`src/ghcs_pkg.sv`:
```
// shared types and constants of the grey histogram contrast stretch block
`timescale 1ns / 1ps

package ghcs_pkg;

  // fixed field widths
  localparam int unsigned LEVEL_W  = 8;
  localparam int unsigned OP_W     = 2;
  localparam int unsigned OUT_CNT_W = 20;
  localparam int unsigned FREQ_W   = 16;
  localparam int unsigned FRAC_W   = 16;
  localparam int unsigned NUM_BINS = 256;

  localparam logic [LEVEL_W-1:0] LEVEL_MAX = 8'd255;
  localparam logic [FREQ_W-1:0]  FREQ_MAX  = 16'hFFFF;

  // request opcodes
  typedef enum logic [OP_W-1:0] {
    OP_CLEAR   = 2'd0,
    OP_ADD     = 2'd1,
    OP_READ    = 2'd2,
    OP_STRETCH = 2'd3
  } op_e;

  // one queued request
  typedef struct packed {
    op_e                op;
    logic [LEVEL_W-1:0] level;
  } item_t;

  // one result, last field in the lowest bits
  typedef struct packed {
    logic [OUT_CNT_W-1:0] pixel_total;
    logic [LEVEL_W-1:0]   stretched_level;
    logic [LEVEL_W-1:0]   max_level;
    logic [LEVEL_W-1:0]   min_level;
    logic [FREQ_W-1:0]    peak_frequency;
    logic [FREQ_W-1:0]    bin_frequency;
    logic [OUT_CNT_W-1:0] bin_count;
  } result_t;

  localparam int unsigned RES_W = $bits(result_t);

endpackage

```
`src/ghcs_divider.sv`:
```
// shared restoring divider, one quotient bit per cycle, saturated to 16 bits
`timescale 1ns / 1ps

module ghcs_divider #(
  parameter int unsigned DEN_W = 20,
  parameter int unsigned NUM_W = 36
) (
  input  logic                           clk_i,
  input  logic                           rst_ni,
  input  logic                           start_i,
  input  logic [NUM_W-1:0]               dividend_i,
  input  logic [DEN_W-1:0]               divisor_i,
  output logic                           done_o,
  output logic [ghcs_pkg::FREQ_W-1:0]    quotient_o
);

  localparam int unsigned CNT_W = $clog2(NUM_W + 1);

  logic [DEN_W-1:0] rem_q, den_q, rem_nx;
  logic [NUM_W-1:0] quo_q;
  logic [CNT_W-1:0] cnt_q;
  logic             busy_q, done_q;
  logic [DEN_W:0]   rem_sh, diff;
  logic             take;

  // one restoring step
  always_comb begin
    rem_sh = {rem_q, quo_q[NUM_W-1]};
    diff   = rem_sh - {1'b0, den_q};
    take   = (rem_sh >= {1'b0, den_q});
    rem_nx = take ? diff[DEN_W-1:0] : rem_sh[DEN_W-1:0];
  end

  // iteration control
  always_ff @(posedge clk_i or negedge rst_ni) begin
    if (!rst_ni) begin
      rem_q  <= '0;
      den_q  <= '0;
      quo_q  <= '0;
      cnt_q  <= '0;
      busy_q <= 1'b0;
      done_q <= 1'b0;
    end else begin
      done_q <= 1'b0;
      if (start_i) begin
        rem_q  <= '0;
        quo_q  <= dividend_i;
        den_q  <= divisor_i;
        cnt_q  <= CNT_W'(NUM_W);
        busy_q <= 1'b1;
      end else if (busy_q) begin
        rem_q <= rem_nx;
        quo_q <= {quo_q[NUM_W-2:0], take};
        cnt_q <= cnt_q - CNT_W'(1);
        if (cnt_q == CNT_W'(1)) begin
          busy_q <= 1'b0;
          done_q <= 1'b1;
        end
      end
    end
  end

  // saturate the quotient to Q0.16
  assign done_o     = done_q;
  assign quotient_o = (|quo_q[NUM_W-1:ghcs_pkg::FREQ_W]) ? ghcs_pkg::FREQ_MAX
                                                         : quo_q[ghcs_pkg::FREQ_W-1:0];

endmodule

```
`config.mk`:
```
export PLATFORM = sky130hd
export DESIGN_NAME = ghcs_divider
export DESIGN_NICKNAME = d
export VERILOG_FILES = /design/src/ghcs_pkg.sv /design/src/ghcs_divider.sv
export SDC_FILE = /design/constraint.sdc
export NUM_CORES = 1
export LEC_CHECK = 0
export BUFFER_PORTS_ARGS = -buffer_cell sky130_fd_sc_hd__buf_2
export CAP_MARGIN = 20
export CORE_MARGIN = 2
export CORE_UTILIZATION = 60
export DETAILED_ROUTE_END_ITERATION = 7
export GPL_ROUTABILITY_DRIVEN = 0
export PLACE_DENSITY = 0.83
export SLEW_MARGIN = 25
export SYNTH_ARGS = -nofsm -noshare
export SYNTH_HDL_FRONTEND = slang
export SYNTH_SLANG_ARGS = --single-unit
```
`constraint.sdc`:
```
create_clock -name clk_i -period 6.9 [get_ports clk_i]
set_clock_uncertainty 0.1 [all_clocks]
set_input_delay 0.69 -clock clk_i [delete_from_list [all_inputs] [get_ports clk_i]]
set_output_delay 0.69 -clock clk_i [all_outputs]
set_load 0.005 [all_outputs]
```
==> out/metrics.yaml <==
status: "complete, no violations"
synth_area_per_cell_sq_um: 9.01
drt_drc_violations_left: 0
grt_pass1_vias: 4288
cts.root.buffer_cell: "clkbuf_8"
synthToLayoutAreaGrowth_pct: 10.8
via_per_inst: 6.10
die_w_um: 96.7
syn-num-nets: 654
dr.pass1.iters: 7
grt_usage_pct: 25.4
synthesis.area_sq_mm: 0.00515
start_util_pct: 62.4
antenna_found_initial: 0
diodes: 0
slew_violations: 0
synth-edff-count: 0
postCtsSetupBuffers: 0
critPathArrivalTime_ns: 2.25
die_area_sq_mm: 0.00934
tns_ns: 0
post_cts_resized: 0
multi_input_area_sq_mm: 0.00276
crit_family: "simple AND/OR/NAND/NOR gates"
cp-end-kind: "output port"
r2r_start: "quo_q[35]"
worst_pin_slew_ns: 1.03
fp-row-count: 33
hold_viol_final: 0
routed_wirelength_um: 11800
crit_fanout: 16
start_kind: "flip-flop"
fin_nets: 705
p_per_area_mw_per_mm2: 304
netlist_instances: 572
path_clk_slew_ns: 0.09
async_flop_share_pct: 100
crit_type: "reg2out"
reg2reg_depth: 10
insertion_delay_ns: 0.37
synthFlopType: "dfrtp_1"
power.total_uw: 1730
ys_ff_latch: 84
final_cell_mix: "83 x dfrtp_1, 73 x nand2_1, 73 x buf_2"
cp_cell_sequence: "nor4_1 > nand3_1 > or3_1 > buf_2"
drive_gt1_share_pct: 16.7
grt_remaining_overflow: 0
worstPathRequired_ns: 6.11
cts_buffer_depth: 2
hpwl_um: 8070
io_buffers: 75
cts_buffers: 9
crit_buf_inv: 1
r2r_slack_ns: 4.04
wire_per_inst_um: 16.2
yosysWarnings: 0
num_vias: 4470
r2r-end: "rem_q[12]"
die-height_um: 96.7
regArea_sq_mm: 0.00210
crit_start: "quo_q[27]"
fillerInstances: 662
cts_hold_buf: 0
grt_max_degree: 85
slowest_stage: "or3_1"
h-tree-depth: 3
finalCritPeriodShare_pct: 44.0
yosysUniqueCellTypes: 65
rsz0062_at_grt: "false"
critPathMaxStageDelay_ns: 0.49
period_needed_ns: 3.04
maxSlewHeadroom_pct: 31.4
max_cap_viol_count: 0
yosysSeqAreaShare_pct: 40.8
final_common_cell: "dfrtp_1"
drt_iter0_markers: 378
antenna_left: 0
p_leak_uw: 0.00285
max_freq_mhz: 329
finalSetupViolCount: 0
coreArea_sq_mm: 0.00826
grt_pass1_wl_um: 20100
cts.sink_count: 84
ir_drop_uv: 192
cts_tree: "built"
hp-class: "in2async"
ios: 76
cells in the mapped netlist, drive strengths merged (2+ instances only):
cell	instances	area (sq um)
xnor2	12	105
dfrtp	84	2100
buf	13	81.3
a21o	10	83.8
nor3b	2	15.0
a31o	2	17.5
o21bai	4	30.0
nor2	37	139
o211ai	5	37.5
a311oi	13	114
or3	19	119
a41oi	2	17.5
o21ai	74	378
a211oi	5	37.5
o2111ai	3	26.3
nor4	7	43.8
o21a	5	37.5
nor3	5	25.0
mux2i	37	370
a21oi	15	86.3
a311o	4	40.0
nand3b	6	45.0
a31oi	4	25.0
nand4	3	18.8
ha	22	275
nand2b	5	31.3
o41ai	2	17.5
xor2	6	52.6
clkbuf	23	87.6
and3	4	31.3
dlygate4sd1	2	17.5
nand2	73	274
o31ai	2	15.0
nand3	16	80.1
inv	28	105
power by group:
group / total [uW] / switching, uW / internal [uW]
Combinational: 734 / 428 / 306
Sequential: 630 / 61.5 / 568
Clock: 371 / 198 / 173
worst max path at each step:
stage / end / slack (ns) / cells past startpoint
finish: quotient_o[2] / 3.86 / 4
global route: quotient_o[11] / 3.77 / 4
CTS: quotient_o[2] / 3.89 / 4
detailed placement: rem_q[4] / 4.06 / 8
global placement: rem_q[12] / 4.17 / 10
floorplan: rem_q[15] / 4.42 / 9
layer usage:
metal	wire [um]	track usage [%]	vias to the layer above
met1	5320	34.1	2157
met5	0	0	-
met4	267	9.32	0
li1	-	-	2150
met2	5700	41.7	139
met3	557	4.19	24
through the flow:
| step | std cells | hold WS, ns | cell area (sq um) | setup slack [ns] | util [%] |
|---|---|---|---|---|---|
| detailed placement | 717 | 0.428 | 5500 | 4.06 | 66.6 |
| CTS | 733 | 0.414 | 5700 | 3.89 | 69.1 |
| finish | 733 | 0.260 | 5710 | 3.86 | 69.1 |
| global route | 733 | 0.320 | 5710 | 3.77 | 69.1 |
| floorplan | 572 | 0.294 | 5150 | 4.42 | - |
| global placement | 717 | 0.404 | 5500 | 4.17 | 66.6 |
flip-flops by register name, indices dropped and copies added (netlist names):
| name | flops |
|---|---|
| busy_q | 1 |
| cnt_q | 6 |
| den_q | 20 |
| done_o | 1 |
| quo_q | 36 |
| rem_q | 20 |
layout make-up:
| class | instances | share of cell area (%) |
|---|---|---|
| multi-input cells | 422 | 48.3 |
| inverters | 28 | 1.84 |
| repair buffers | 78 | 7.12 |
| well taps | 105 | 2.30 |
| flip-flops and latches | 84 | 36.8 |
| clock inverters | 7 | 1.40 |
| clock buffers | 9 | 2.17 |
cells by family (layout without fill, tap and decap cells):
group / Yosys count / after routing / share of synthesized area, %
muxes: 38 / 38 / 7.41
xor gates and xnor gates: 18 / 18 / 3.06
buffers and inverters: 66 / 122 / 5.66
AOI/OAI and AO/OA: 160 / 160 / 20.5
DFF: 84 / 84 / 40.8
and+or+nand+nor: 183 / 183 / 16.9
adders and majority gates: 23 / 23 / 5.73
(Power assumes the default switching activity.)
