### src/ghcs_pkg.sv
// shared types and constants of the grey histogram contrast stretch block
`timescale 1ns / 1ps

package ghcs_pkg;

  // fixed field widths
  localparam int unsigned LEVEL_W  = 8;
  localparam int unsigned OP_W     = 2;
  localparam int unsigned OUT_CNT_W = 20;
  localparam int unsigned FREQ_W   = 16;
  localparam int unsigned FRAC_W   = 16;
  localparam int unsigned NUM_BINS = 256;

  localparam logic [LEVEL_W-1:0] LEVEL_MAX = 8'd255;
  localparam logic [FREQ_W-1:0]  FREQ_MAX  = 16'hFFFF;

  // request opcodes
  typedef enum logic [OP_W-1:0] {
    OP_CLEAR   = 2'd0,
    OP_ADD     = 2'd1,
    OP_READ    = 2'd2,
    OP_STRETCH = 2'd3
  } op_e;

  // one queued request
  typedef struct packed {
    op_e                op;
    logic [LEVEL_W-1:0] level;
  } item_t;

  // one result, last field in the lowest bits
  typedef struct packed {
    logic [OUT_CNT_W-1:0] pixel_total;
    logic [LEVEL_W-1:0]   stretched_level;
    logic [LEVEL_W-1:0]   max_level;
    logic [LEVEL_W-1:0]   min_level;
    logic [FREQ_W-1:0]    peak_frequency;
    logic [FREQ_W-1:0]    bin_frequency;
    logic [OUT_CNT_W-1:0] bin_count;
  } result_t;

  localparam int unsigned RES_W = $bits(result_t);

endpackage

### src/ghcs_front.sv
// front end: request acceptance, opcode decode and a two-entry queue
`timescale 1ns / 1ps

module ghcs_front (
  input  logic                            clk_i,
  input  logic                            rst_ni,
  input  logic                            s_valid_i,
  output logic                            s_ready_o,
  input  logic [ghcs_pkg::OP_W-1:0]       s_op_i,
  input  logic [ghcs_pkg::LEVEL_W-1:0]    s_level_i,
  output logic                            q_valid_o,
  input  logic                            q_ready_i,
  output ghcs_pkg::item_t                 q_item_o
);

  localparam int unsigned QDEPTH = 2;
  localparam int unsigned PTR_W  = $clog2(QDEPTH);
  localparam int unsigned CNT_W  = $clog2(QDEPTH + 1);

  ghcs_pkg::item_t   buf_q [QDEPTH];
  logic [PTR_W-1:0]  wr_ptr_q, rd_ptr_q;
  logic [CNT_W-1:0]  cnt_q;
  logic              push, pop;
  ghcs_pkg::item_t   in_item;

  // decode the incoming request
  always_comb begin
    in_item.op    = ghcs_pkg::op_e'(s_op_i);
    in_item.level = s_level_i;
  end

  assign s_ready_o = (cnt_q != CNT_W'(QDEPTH));
  assign q_valid_o = (cnt_q != '0);
  assign q_item_o  = buf_q[rd_ptr_q];
  assign push      = s_valid_i && s_ready_o;
  assign pop       = q_valid_o && q_ready_i;

  // queue storage
  always_ff @(posedge clk_i) begin
    if (push) begin
      buf_q[wr_ptr_q] <= in_item;
    end
  end

  // queue pointers and fill count
  always_ff @(posedge clk_i or negedge rst_ni) begin
    if (!rst_ni) begin
      wr_ptr_q <= '0;
      rd_ptr_q <= '0;
      cnt_q    <= '0;
    end else begin
      if (push) begin
        wr_ptr_q <= wr_ptr_q + PTR_W'(1);
      end
      if (pop) begin
        rd_ptr_q <= rd_ptr_q + PTR_W'(1);
      end
      if (push && !pop) begin
        cnt_q <= cnt_q + CNT_W'(1);
      end else if (pop && !push) begin
        cnt_q <= cnt_q - CNT_W'(1);
      end
    end
  end

endmodule

### config.mk
export PLATFORM = sky130hd
export DESIGN_NAME = ghcs_front
export DESIGN_NICKNAME = d
export VERILOG_FILES = /design/src/ghcs_pkg.sv /design/src/ghcs_front.sv
export SDC_FILE = /design/constraint.sdc
export NUM_CORES = 1
export LEC_CHECK = 0
export BUFFER_PORTS_ARGS = -buffer_cell sky130_fd_sc_hd__buf_2
export CAP_MARGIN = 20
export CORE_MARGIN = 4
export CORE_UTILIZATION = 49
export CTS_BUF_LIST = sky130_fd_sc_hd__clkbuf_8 sky130_fd_sc_hd__clkbuf_16
export DETAILED_ROUTE_END_ITERATION = 12
export PLACE_DENSITY = 0.87
export RECOVER_POWER = 100
export SETUP_SLACK_MARGIN = 0.15
export SYNTH_ARGS = -nofsm -noshare
export SYNTH_HDL_FRONTEND = slang
export SYNTH_SLANG_ARGS = --single-unit
### constraint.sdc
create_clock -name clk_i -period 1.9 [get_ports clk_i]
set_input_delay 0.19 -clock clk_i [delete_from_list [all_inputs] [get_ports clk_i]]
set_output_delay 0.19 -clock clk_i [all_outputs]
set_load 0.05 [all_outputs]
==> results by group, run 1 <==
Run status
  – Status: finished clean

Place
  – GP Congestion: 0.794
  – Pre-CTS WS: 429 ps
  – DP Wirelength: 1170 um
  – I/O Buffers: 25

Cells and area
  – Commonest non-fill, non-tap cell in the layout: edfxtp_1
  – Diode count: 0
  – Share of cells above drive strength 1: 0.375
  – Leading cell types in the layout, fill and taps excluded: edfxtp_1 (20), clkbuf_1 (12), mux2_2 (10)
  – Post-layout util: 0.636
  – Nets: 96
  – Syn-to-layout area delta: 20.4%

Drt
  – Total vias in the final route: 501
  – Vias per cell: 4.77
  – DRT Pass-1 Iters: 3
  – Post-route ant nets: 0
  – DR iter-0 viols: 5
  – WL per Instance: 14.1 um
  – Remaining DRCs: 0
  – WL final: 1480 um

Floorplan
  – CORE AREA: 1760 um2
  – IO Count: 26
  – FP Rows: 15
  – Die X: 51.6 um
  – Starting Density: 0.528
  – Die extent in y: 51.6 um
  – DIE AREA: 2660 um2

Logic synthesis
  – Synth warn: 0
  – Yosys cell types: 14
  – Avg Synthesized Cell Area: 19.0 um2
  – Register area share after synthesis: 0.752
  – #FFs+latches synth: 24
  – Mapped Area: 932 um2
  – Synth Instances: 49
  – Syn nets: 64

Pwr
  – Power Density: 1790 nW/um2
  – Maximum vdd drop: 0.925 mV
  – P_leak: 0.430 nW

Critical path
  – Crit path DAT: 1400 ps
  – Setup crit start kind: flop
  – Critical path's largest stage delay: 530 ps
  – Slowest-stage cell, CP: dfrtp_2
  – Crit-path cells: mux2_2 > clkbuf_2
  – Bufs and invs on worst path: 1
  – Critical path data required time: 1710 ps
  – Critical path class: flop to output port
  – Max FO, Critical Path: 11
  – Critical path capture point type: output port
  – Top delay family on crit path: flip-flops

Clock network
  – Root Buffer: clkbuf_8
  – TritonCTS Buffers: 3
  – H-tree levels: 1
  – Postcts setup bufs: 0
  – Clk pin slew, worst setup/hold paths: 80 ps
  – Later-pin clock latency in the skew report: 260 ps
  – Clk buf depth: 2
  – TritonCTS clock tree: built
  – Clock Sinks: 24

Job
  – Max cap viols: 0

Global routing
  – Initial antenna violation count: 0
  – GR Overflow Total: 0
  – First-pass GRT wire length: 2460 um
  – Number of global-route vias before repair: 547
  – Largest net degree at the start of global routing: 14
  – Total GRT Usage: 0.132

Timing
  – Slew margin rel.: 0.603
  – Final setup margin: 314 ps
  – Unrepaired setup endpoints after global routing: no
  – Slew @ Worst Pin: 599 ps
  – Min cycle time layout: 1590 ps
  – Max-slew violation count: 0
  – Tcrit/Tclk final: 0.835
  – Sum of negative setup slack: 0 ps
  – Max Freq: 630 MHz
  – Fin. Hold Viols: 0
  – Clock skew: 2.08 ps
  – Count of final setup violators: 0

Min path
  – Min-Delay Path Class: primary input to flop
[synthesized netlist by cell type]
| cell type | n | area (um2) |
|---|---|---|
| nand2_1 | 1 | 3.75 |
| nand2b_4 | 1 | 13.8 |
| dfrtp_1 | 4 | 100 |
| nor2_1 | 2 | 7.51 |
| nand2_4 | 1 | 11.3 |
| inv_1 | 1 | 3.75 |
| xnor2_1 | 3 | 26.3 |
| buf_4 | 1 | 7.51 |
| and3_1 | 1 | 6.26 |
| xor2_1 | 2 | 17.5 |
| or2_4 | 1 | 8.76 |
| mux2_2 | 10 | 113 |
| ha_1 | 1 | 12.5 |
| edfxtp_1 | 20 | 601 |
[what timing repair did]
item,4_1_cts,5_1_grt
resized for setup,0,1
endpoints found under the setup margin,0,7
endpoints found under the hold margin,4,0
hold buffers,1,0
[flip-flops by register name, indices dropped and copies added, names as in the netlist]
| register | count |
|---|---|
| cnt_q | 2 |
| wr_ptr_q | 1 |
| rd_ptr_q | 1 |
| buf_q | 20 |
[metal layers]
metal | GRT usage | vias up | wire length (um)
met4 | 0.0917 | 0 | 39
met1 | 0.144 | 238 | 584
met2 | 0.218 | 17 | 782
met5 | 0 | - | 0
li1 | - | 242 | -
met3 | 0.0372 | 4 | 75
[logic make-up (layout without fill, tap and decap cells)]
logic type	count (synthesis)	after routing	synth area share
xor gates and xnor gates	5	5	0.0470
muxes	10	10	0.121
DFF	24	24	0.752
adders and majority gates	1	1	0.0134
buffers and inverters	2	33	0.0121
and+or+nand+nor	7	7	0.0550
[power breakdown]
group          total [mW]  switching [mW]  internal [mW]
clock network       0.289           0.145          0.144
logic               0.888           0.622          0.266
registers           0.834          0.0979          0.736
[through the flow]
step                      hold WS (ps)  instance area [um2]  power (mW)  std cells
after global routing               107                 1120        2.12        105
after CTS                          107                 1150        2.08        105
after detailed placement          1.01                 1100        1.79        100
final                              114                 1120        2.01        105
after floorplan                   -106                  932        1.59         49
after global placement           0.329                 1100        1.76        100
[path summary, 6_finish.rpt]
kind	from	to	slack (ps)	depth (start not counted)
max	rd_ptr_q	q_item_o[6]	310	2
min	s_level_i[5]	buf_q[0][5]	110	1
max reg2reg	cnt_q[0]	cnt_q[1]	400	7
min reg2reg	cnt_q[1]	cnt_q[1]	500	1
max in group asynchronous	rst_ni	rd_ptr_q	1420	2
min in group asynchronous	rst_ni	cnt_q[0]	280	2
[cell type report]
type	count	area (um2)
clock inverter	1	3.75
multi-input combinational	23	210
fill	155	642
inverter	1	3.75
clock buffer	3	41.3
timing repair buffer	28	130
tap	25	31.3
sequential	24	702
[worst reg2reg max path, stage by stage (launching register included)]
cell	delay, ps
dfrtp_1	420
nand2b_1	190
nand2_1	130
inv_1	70
ha_1	210
xor2_1	140
nor2_1	110
xor2_1	160
(Power assumes the default switching activity.)
==> run 2, diff against run 1 <==
--- a/config.mk
+++ b/config.mk
@@ -5,13 +5,14 @@
 export SDC_FILE = /design/constraint.sdc
 export NUM_CORES = 1
 export LEC_CHECK = 0
+export ABC_AREA = 1
 export BUFFER_PORTS_ARGS = -buffer_cell sky130_fd_sc_hd__buf_2
 export CAP_MARGIN = 20
 export CORE_MARGIN = 4
-export CORE_UTILIZATION = 49
+export CORE_UTILIZATION = 45
 export CTS_BUF_LIST = sky130_fd_sc_hd__clkbuf_8 sky130_fd_sc_hd__clkbuf_16
 export DETAILED_ROUTE_END_ITERATION = 12
-export PLACE_DENSITY = 0.87
+export PLACE_DENSITY = 0.84
 export RECOVER_POWER = 100
 export SETUP_SLACK_MARGIN = 0.15
 export SYNTH_ARGS = -nofsm -noshare
==> constraint.sdc (replaced) <==
create_clock -name clk_i -period 1.4 [get_ports clk_i]
set_input_delay 0.14 -clock clk_i [delete_from_list [all_inputs] [get_ports clk_i]]
set_output_delay 0.14 -clock clk_i [all_outputs]
set_load 0.05 [all_outputs]
==> results by group, run 2 <==
Place
  – GP Congestion: 0.737 (-7.2%)
  – I/O Buffers: 25 (unchanged)
  – DP Wirelength: 1230 um (+5.5%)
  – Pre-CTS WS: 87.6 ps (-342 ps)

Clock network
  – TritonCTS Buffers: 3 (unchanged)
  – Clk buf depth: 2 (unchanged)
  – Clk pin slew, worst setup/hold paths: 80 ps (about the same)
  – TritonCTS clock tree: built
  – Later-pin clock latency in the skew report: 260 ps (about the same)
  – Root Buffer: clkbuf_8
  – H-tree levels: 1 (unchanged)
  – Clock Sinks: 24 (unchanged)

Timing
  – Sum of negative setup slack: 0 ps (unchanged)
  – Tcrit/Tclk final: 0.934
  – Final setup margin: 93.0 ps (-221 ps)
  – Max Freq: 765 MHz
  – Unrepaired setup endpoints after global routing: yes
  – Worst hold slack: 60.8 ps (-53.2 ps)
  – Slew @ Worst Pin: 271 ps (-328 ps)
  – Count of final setup violators: 0 (unchanged)
  – Max-slew violation count: 0 (unchanged)
  – Slew margin rel.: 0.819 (+0.217)
  – Min cycle time layout: 1310 ps
  – Clock skew: 5.06 ps (+2.98 ps)
  – Fin. Hold Viols: 0 (unchanged)

Logic synthesis
  – Yosys cell types: 14 (unchanged)
  – Post-synth ARST share: 0.167 (unchanged)
  – Mapped Area: 968 um2 (+3.9%)
  – EDFF count, synth: 20 (unchanged)
  – #FFs+latches synth: 24 (unchanged)
  – Top-area cell type share of the netlist area: 0.620 (-0.0241)
  – Syn nets: 96 (+50%)
  – Commonest cells post-synth: nand2_1 (36), edfxtp_1 (20), inv_1 (5), dfrtp_1 (4)
  – Synth warn: 0 (unchanged)
  – Largest area contributor in the netlist: edfxtp_1
  – Cells taking the most area after synthesis: edfxtp_1 (62%), nand2_1 (14%), dfrtp_1 (10%)
  – Avg Synthesized Cell Area: 12.0 um2 (-37%)
  – Prevailing post-synth register cell: edfxtp_1
  – Most common cell in the netlist: nand2_1
  – Register area share after synthesis: 0.724 (-0.0282)
  – Synth Instances: 81 (+65%)

Global routing
  – Initial antenna violation count: 0 (unchanged)
  – Total GRT Usage: 0.148 (+0.0160)
  – Number of global-route vias before repair: 673 (+23%)
  – GR Overflow Total: 0 (unchanged)
  – First-pass GRT wire length: 2880 um (+17%)
  – Largest net degree at the start of global routing: 14 (unchanged)

Cells and area
  – Top Registers: buf_q (20), cnt_q (2)
  – Biggest register: buf_q
  – Diode count: 0 (unchanged)
  – Commonest non-fill, non-tap cell in the layout: nand2_1
  – Share of cells above drive strength 1: 0.521 (+0.146)
  – Max FFs per register: 20 (unchanged)
  – Post-layout util: 0.703 (+0.0663)
  – Leading cell types in the layout, fill and taps excluded: nand2_1 (23), edfxtp_1 (20), buf_4 (12)
  – Syn-to-layout area delta: 45.2%
  – Nets: 137 (+43%)

Critical path
  – Critical path capture point type: output port
  – R2r setup slk: 90 ps (-310 ps)
  – Max FO, Critical Path: 6 (-5)
  – Critical path class: flop to output port
  – Setup crit start kind: flop
  – Crit path DAT: 1170 ps (-230 ps)
  – Critical path data required time: 1260 ps (-450 ps)

Floorplan
  – Die X: 54.4 um (+5.4%)
  – FP Rows: 16 (+1)
  – IO Count: 26 (unchanged)
  – Die extent in y: 54.4 um (+5.4%)
  – CORE AREA: 2000 um2 (+13%)
  – DIE AREA: 2960 um2 (+11%)
  – Starting Density: 0.484 (-0.0446)

Drt
  – DR iter-0 viols: 4 (-1)
  – Vias per cell: 4.63 (-3.0%)
  – Post-route ant nets: 0 (unchanged)
  – WL final: 1980 um (+34%)
  – Remaining DRCs: 0 (unchanged)
  – WL per Instance: 13.4 um (-5.0%)
  – Total vias in the final route: 685 (+37%)
  – DRT Pass-1 Iters: 2 (-1)

Pwr
  – Total power: 3.62 mW (+80%)
  – P_leak: 0.618 nW (+44%)
  – Maximum vdd drop: 1.77 mV (+91%)
  – Power Density: 2580 nW/um2 (+44%)

Job
  – Max cap viols: 0 (unchanged)

Run status
  – Status: finished clean

Min path
  – Min-Delay Path Class: primary input to flop
[run 2: cell types whose count changed in the layout (fill, tap and decap cells not counted), moves of 3 or more]
cell / before / now
nand2_1: 1 / 23
clkbuf_4: 0 / 5
mux2_2: 10 / 0
nand2_2: 0 / 11
nand2_4: 1 / 4
inv_4: 0 / 3
clkbuf_2: 9 / 3
clkbuf_1: 12 / 5
buf_4: 0 / 12
[run 2: cell type report]
| class | instances | area (um2) |
|---|---|---|
| clock buffers | 3 | 41.3 |
| clock inverters | 1 | 3.75 |
| fillers | 150 | 596 |
| inverters | 7 | 38.8 |
| multi-input cells | 48 | 322 |
| flip-flops and latches | 24 | 703 |
| well taps | 27 | 33.8 |
| repair buffers | 38 | 264 |
[run 2: routing by layer]
layer / vias up / part of all wire / track usage
li1: 340 / - / -
met1: 317 / 0.40 / 0.158
met2: 21 / 0.52 / 0.251
met3: 7 / 0.047 / 0.0354
met4: 0 / 0.028 / 0.108
met5: - / 0 / 0
[run 2: cells by family after synthesis]
| kind of cell | after synthesis | synth area share |
|---|---|---|
| adders and majority gates | 1 | 0.0129 |
| buffers and inverters | 9 | 0.0375 |
| xor gates and xnor gates | 2 | 0.0258 |
| and+or+nand+nor | 45 | 0.200 |
| DFF | 24 | 0.724 |
[run 2: report_power, final]
| part | internal (mW) | switching [mW] |
|---|---|---|
| logic | 0.753 | 1.35 |
| clock network | 0.196 | 0.200 |
| registers | 1.00 | 0.125 |
| total | 1.95 | 1.67 |
[run 2: metrics by stage]
| step | instance area, um2 | std cells |
|---|---|---|
| after floorplan | 1010 | 81 |
| after global placement | 1180 | 134 |
| after detailed placement | 1180 | 134 |
| after CTS | 1340 | 143 |
| after global routing | 1410 | 148 |
| final | 1410 | 148 |
[run 2: worst paths after layout]
path,from,to,cells past startpoint
min,s_level_i[6],buf_q[1][6],1
max,rd_ptr_q,q_item_o[9],4
min reg2reg,wr_ptr_q,wr_ptr_q,2
max reg2reg,cnt_q[0],buf_q[0][2],5
min in group asynchronous,rst_ni,cnt_q[0],2
max in group asynchronous,rst_ni,rd_ptr_q,2
[run 2: worst max-delay path, cell delays in order, from the launching register on]
cell	delay, ps
dfrtp_2	450
buf_8	160
nand2_2	60
nand2_2	40
clkbuf_4	200
[run 2: timing repair]
action / 4_1_cts / 5_1_grt
hold buffers: 1 / 0
setup buffers: 4 / 4
gates resized for setup: 25 / 29
endpoints found under the setup margin: 11 / 23
pin swaps: 2 / 12
gates cloned: 0 / 1
endpoints found under the hold margin: 4 / 0
==> run 3, diff against run 2 <==
==> constraint.sdc (replaced) <==
create_clock -name clk_i -period 1.4 [get_ports clk_i]
set_input_delay 0.07 -clock clk_i [delete_from_list [all_inputs] [get_ports clk_i]]
set_output_delay 0.07 -clock clk_i [all_outputs]
set_load 0.05 [all_outputs]
==> results by group, run 3 (synthesis gave the netlist of run 2 again) <==
Run status
  – Status: finished clean

Pwr
  – Power Density: 2440 nW/um2 (-5.4%)
  – Clk pwr share: 0.115 (+0.006)
  – Switching power total: 1.60 mW (-4.1%)
  – Int Pwr: 1.84 mW (-5.8%)
  – Switching Share: 0.466 (+0.00440)
  – Comb power frac: 0.561 (-0.019)
  – Maximum vdd drop: 1.77 mV (-0.13%)
  – Seq pwr share: 0.324 (+0.013)
  – P_leak: 0.613 nW (-0.91%)

Global routing
  – Total GRT Usage: 0.147 (-0.000410)
  – First-pass GRT wire length: 2880 um (-0.24%)
  – GR Overflow Total: 0 (unchanged)
  – Number of global-route vias before repair: 670 (-0.45%)
  – Largest net degree at the start of global routing: 14 (unchanged)
  – Initial antenna violation count: 0 (unchanged)

Cells and area
  – Diode count: 0 (unchanged)
  – Commonest non-fill, non-tap cell in the layout: nand2_1
  – Share of cells above drive strength 1: 0.392 (-0.129)
  – Final instance area: 1410 um2 (+0.36%)
  – Max FFs per register: 20 (unchanged)
  – Leading cell types in the layout, fill and taps excluded: nand2_1 (29), edfxtp_1 (20), dlygate4sd3_1 (9)
  – Nets: 141 (+2.9%)
  – Syn-to-layout area delta: 45.7%
  – Biggest register: buf_q
  – Final std cells w/o fill: 152 (+2.7%)
  – Top Registers: buf_q (20), cnt_q (2)

Critical path
  – Crit path DAT: 1240 ps (+70 ps)
  – R2r setup slk: 130 ps (+40 ps)
  – Setup crit start kind: flop
  – Critical path data required time: 1330 ps (+70 ps)
  – Critical path capture point type: output port
  – Critical path class: flop to output port
  – Max FO, Critical Path: 5 (-1)

Drt
  – Vias per cell: 4.64 (+0.35%)
  – DR iter-0 viols: 9 (+5)
  – Total vias in the final route: 706 (+3.1%)
  – Post-route ant nets: 0 (unchanged)
  – Remaining DRCs: 0 (unchanged)
  – WL per Instance: 13.4 um (about the same)
  – DRT Pass-1 Iters: 4 (+2)
  – WL final: 2040 um (+2.7%)

Place
  – DP Wirelength: 1230 um (unchanged)
  – Area after DPL: 1180 um2 (unchanged)
  – I/O Buffers: 25 (unchanged)
  – GP Congestion: 0.737 (unchanged)
  – Placed cell count: 134 (unchanged)

Timing
  – Slew margin rel.: 0.816 (-0.00300)
  – Count of final setup violators: 0 (unchanged)
  – Unrepaired setup endpoints after global routing: yes
  – Slew @ Worst Pin: 277 ps (+5.67 ps)
  – Fin. Hold Viols: 0 (unchanged)
  – Max Freq: 761 MHz (-0.59%)
  – Tcrit/Tclk final: 0.939 (+0.00558)
  – Sum of negative setup slack: 0 ps (unchanged)
  – Min cycle time layout: 1310 ps (+7.81 ps)
  – Clock skew: 3.91 ps (-1.15 ps)
  – Max-slew violation count: 0 (unchanged)

Clock network
  – TritonCTS Buffers: 3 (unchanged)
  – Clock Sinks: 24 (unchanged)
  – Clk buf depth: 2 (unchanged)
  – Later-pin clock latency in the skew report: 260 ps (about the same)
  – Root Buffer: clkbuf_8
  – Clk pin slew, worst setup/hold paths: 80 ps (about the same)
  – TritonCTS clock tree: built
  – H-tree levels: 1 (unchanged)

Job
  – Max cap viols: 0 (unchanged)

Min path
  – Min-Delay Path Class: primary input to flop

Floorplan
  – Die extent in y: 54.4 um (unchanged)
  – IO Count: 26 (unchanged)
  – Starting Density: 0.484 (unchanged)
  – FP Rows: 16 (unchanged)
  – DIE AREA: 2960 um2 (unchanged)
  – CORE AREA: 2000 um2 (unchanged)
  – Die X: 54.4 um (unchanged)
## run 3: metrics by stage
stage                     worst slack [ps]  total power, mW  utilization  hold WS [ps]
after floorplan                       76.8             2.35            -          -226
after global placement                 139             2.67        0.590          -118
after detailed placement              87.6             2.72        0.590          -118
after CTS                              122             3.26        0.663         0.457
after global routing                  26.7             3.65        0.705          45.1
final                                 85.2             3.44        0.705          29.5
## run 3: timing repair
action,in CTS,in global routing
buffers inserted,2,2
pin swaps,2,6
endpoints found under the setup margin,11,22
hold buffers,6,3
hold endpoints to repair,14,6
resized for setup,11,29
cloned,0,1
## run 3: final cells by class
| type | instances | area, um2 |
|---|---|---|
| Clock inverter | 1 | 3.75 |
| Inverter | 7 | 36.3 |
| Fill cell | 144 | 591 |
| Multi-Input combinational cell | 48 | 289 |
| Sequential cell | 24 | 702 |
| Clock buffer | 3 | 41.3 |
| Tap cell | 27 | 33.8 |
| Timing Repair Buffer | 42 | 305 |
## run 3: path summary, 6_finish.rpt
path,startpoint,endpoint,depth (start not counted)
setup reg to reg,cnt_q[0],buf_q[0][2],5
max in group asynchronous,rst_ni,cnt_q[1],2
hold / removal,s_level_i[3],buf_q[0][3],1
setup / recovery,rd_ptr_q,q_item_o[7],4
min in group asynchronous,rst_ni,cnt_q[0],2
hold reg to reg,wr_ptr_q,wr_ptr_q,2
## run 3: power groups by stage
| stage | Sequential, mW | Combinational [mW] | Clock, mW |
|---|---|---|---|
| final | 1.11 | 1.93 | 0.397 |
| after global routing | 1.13 | 2.07 | 0.439 |
| after CTS | 1.08 | 1.77 | 0.402 |
| after detailed placement | 1.10 | 1.62 | 0 |
| after global placement | 1.09 | 1.58 | 0 |
| after floorplan | 1.09 | 1.27 | 0 |
## run 3: worst max-delay path: stages, from the launching register on
cell     delay, ps
dfrtp_1        470
buf_6          150
nand2_1         40
nand2_1         60
buf_2          260
## run 3: per-layer routing
layer,share of wire,GRT usage
met5,0,0
met3,0.044,0.0300
met2,0.55,0.255
met1,0.38,0.161
met4,0.024,0.0996
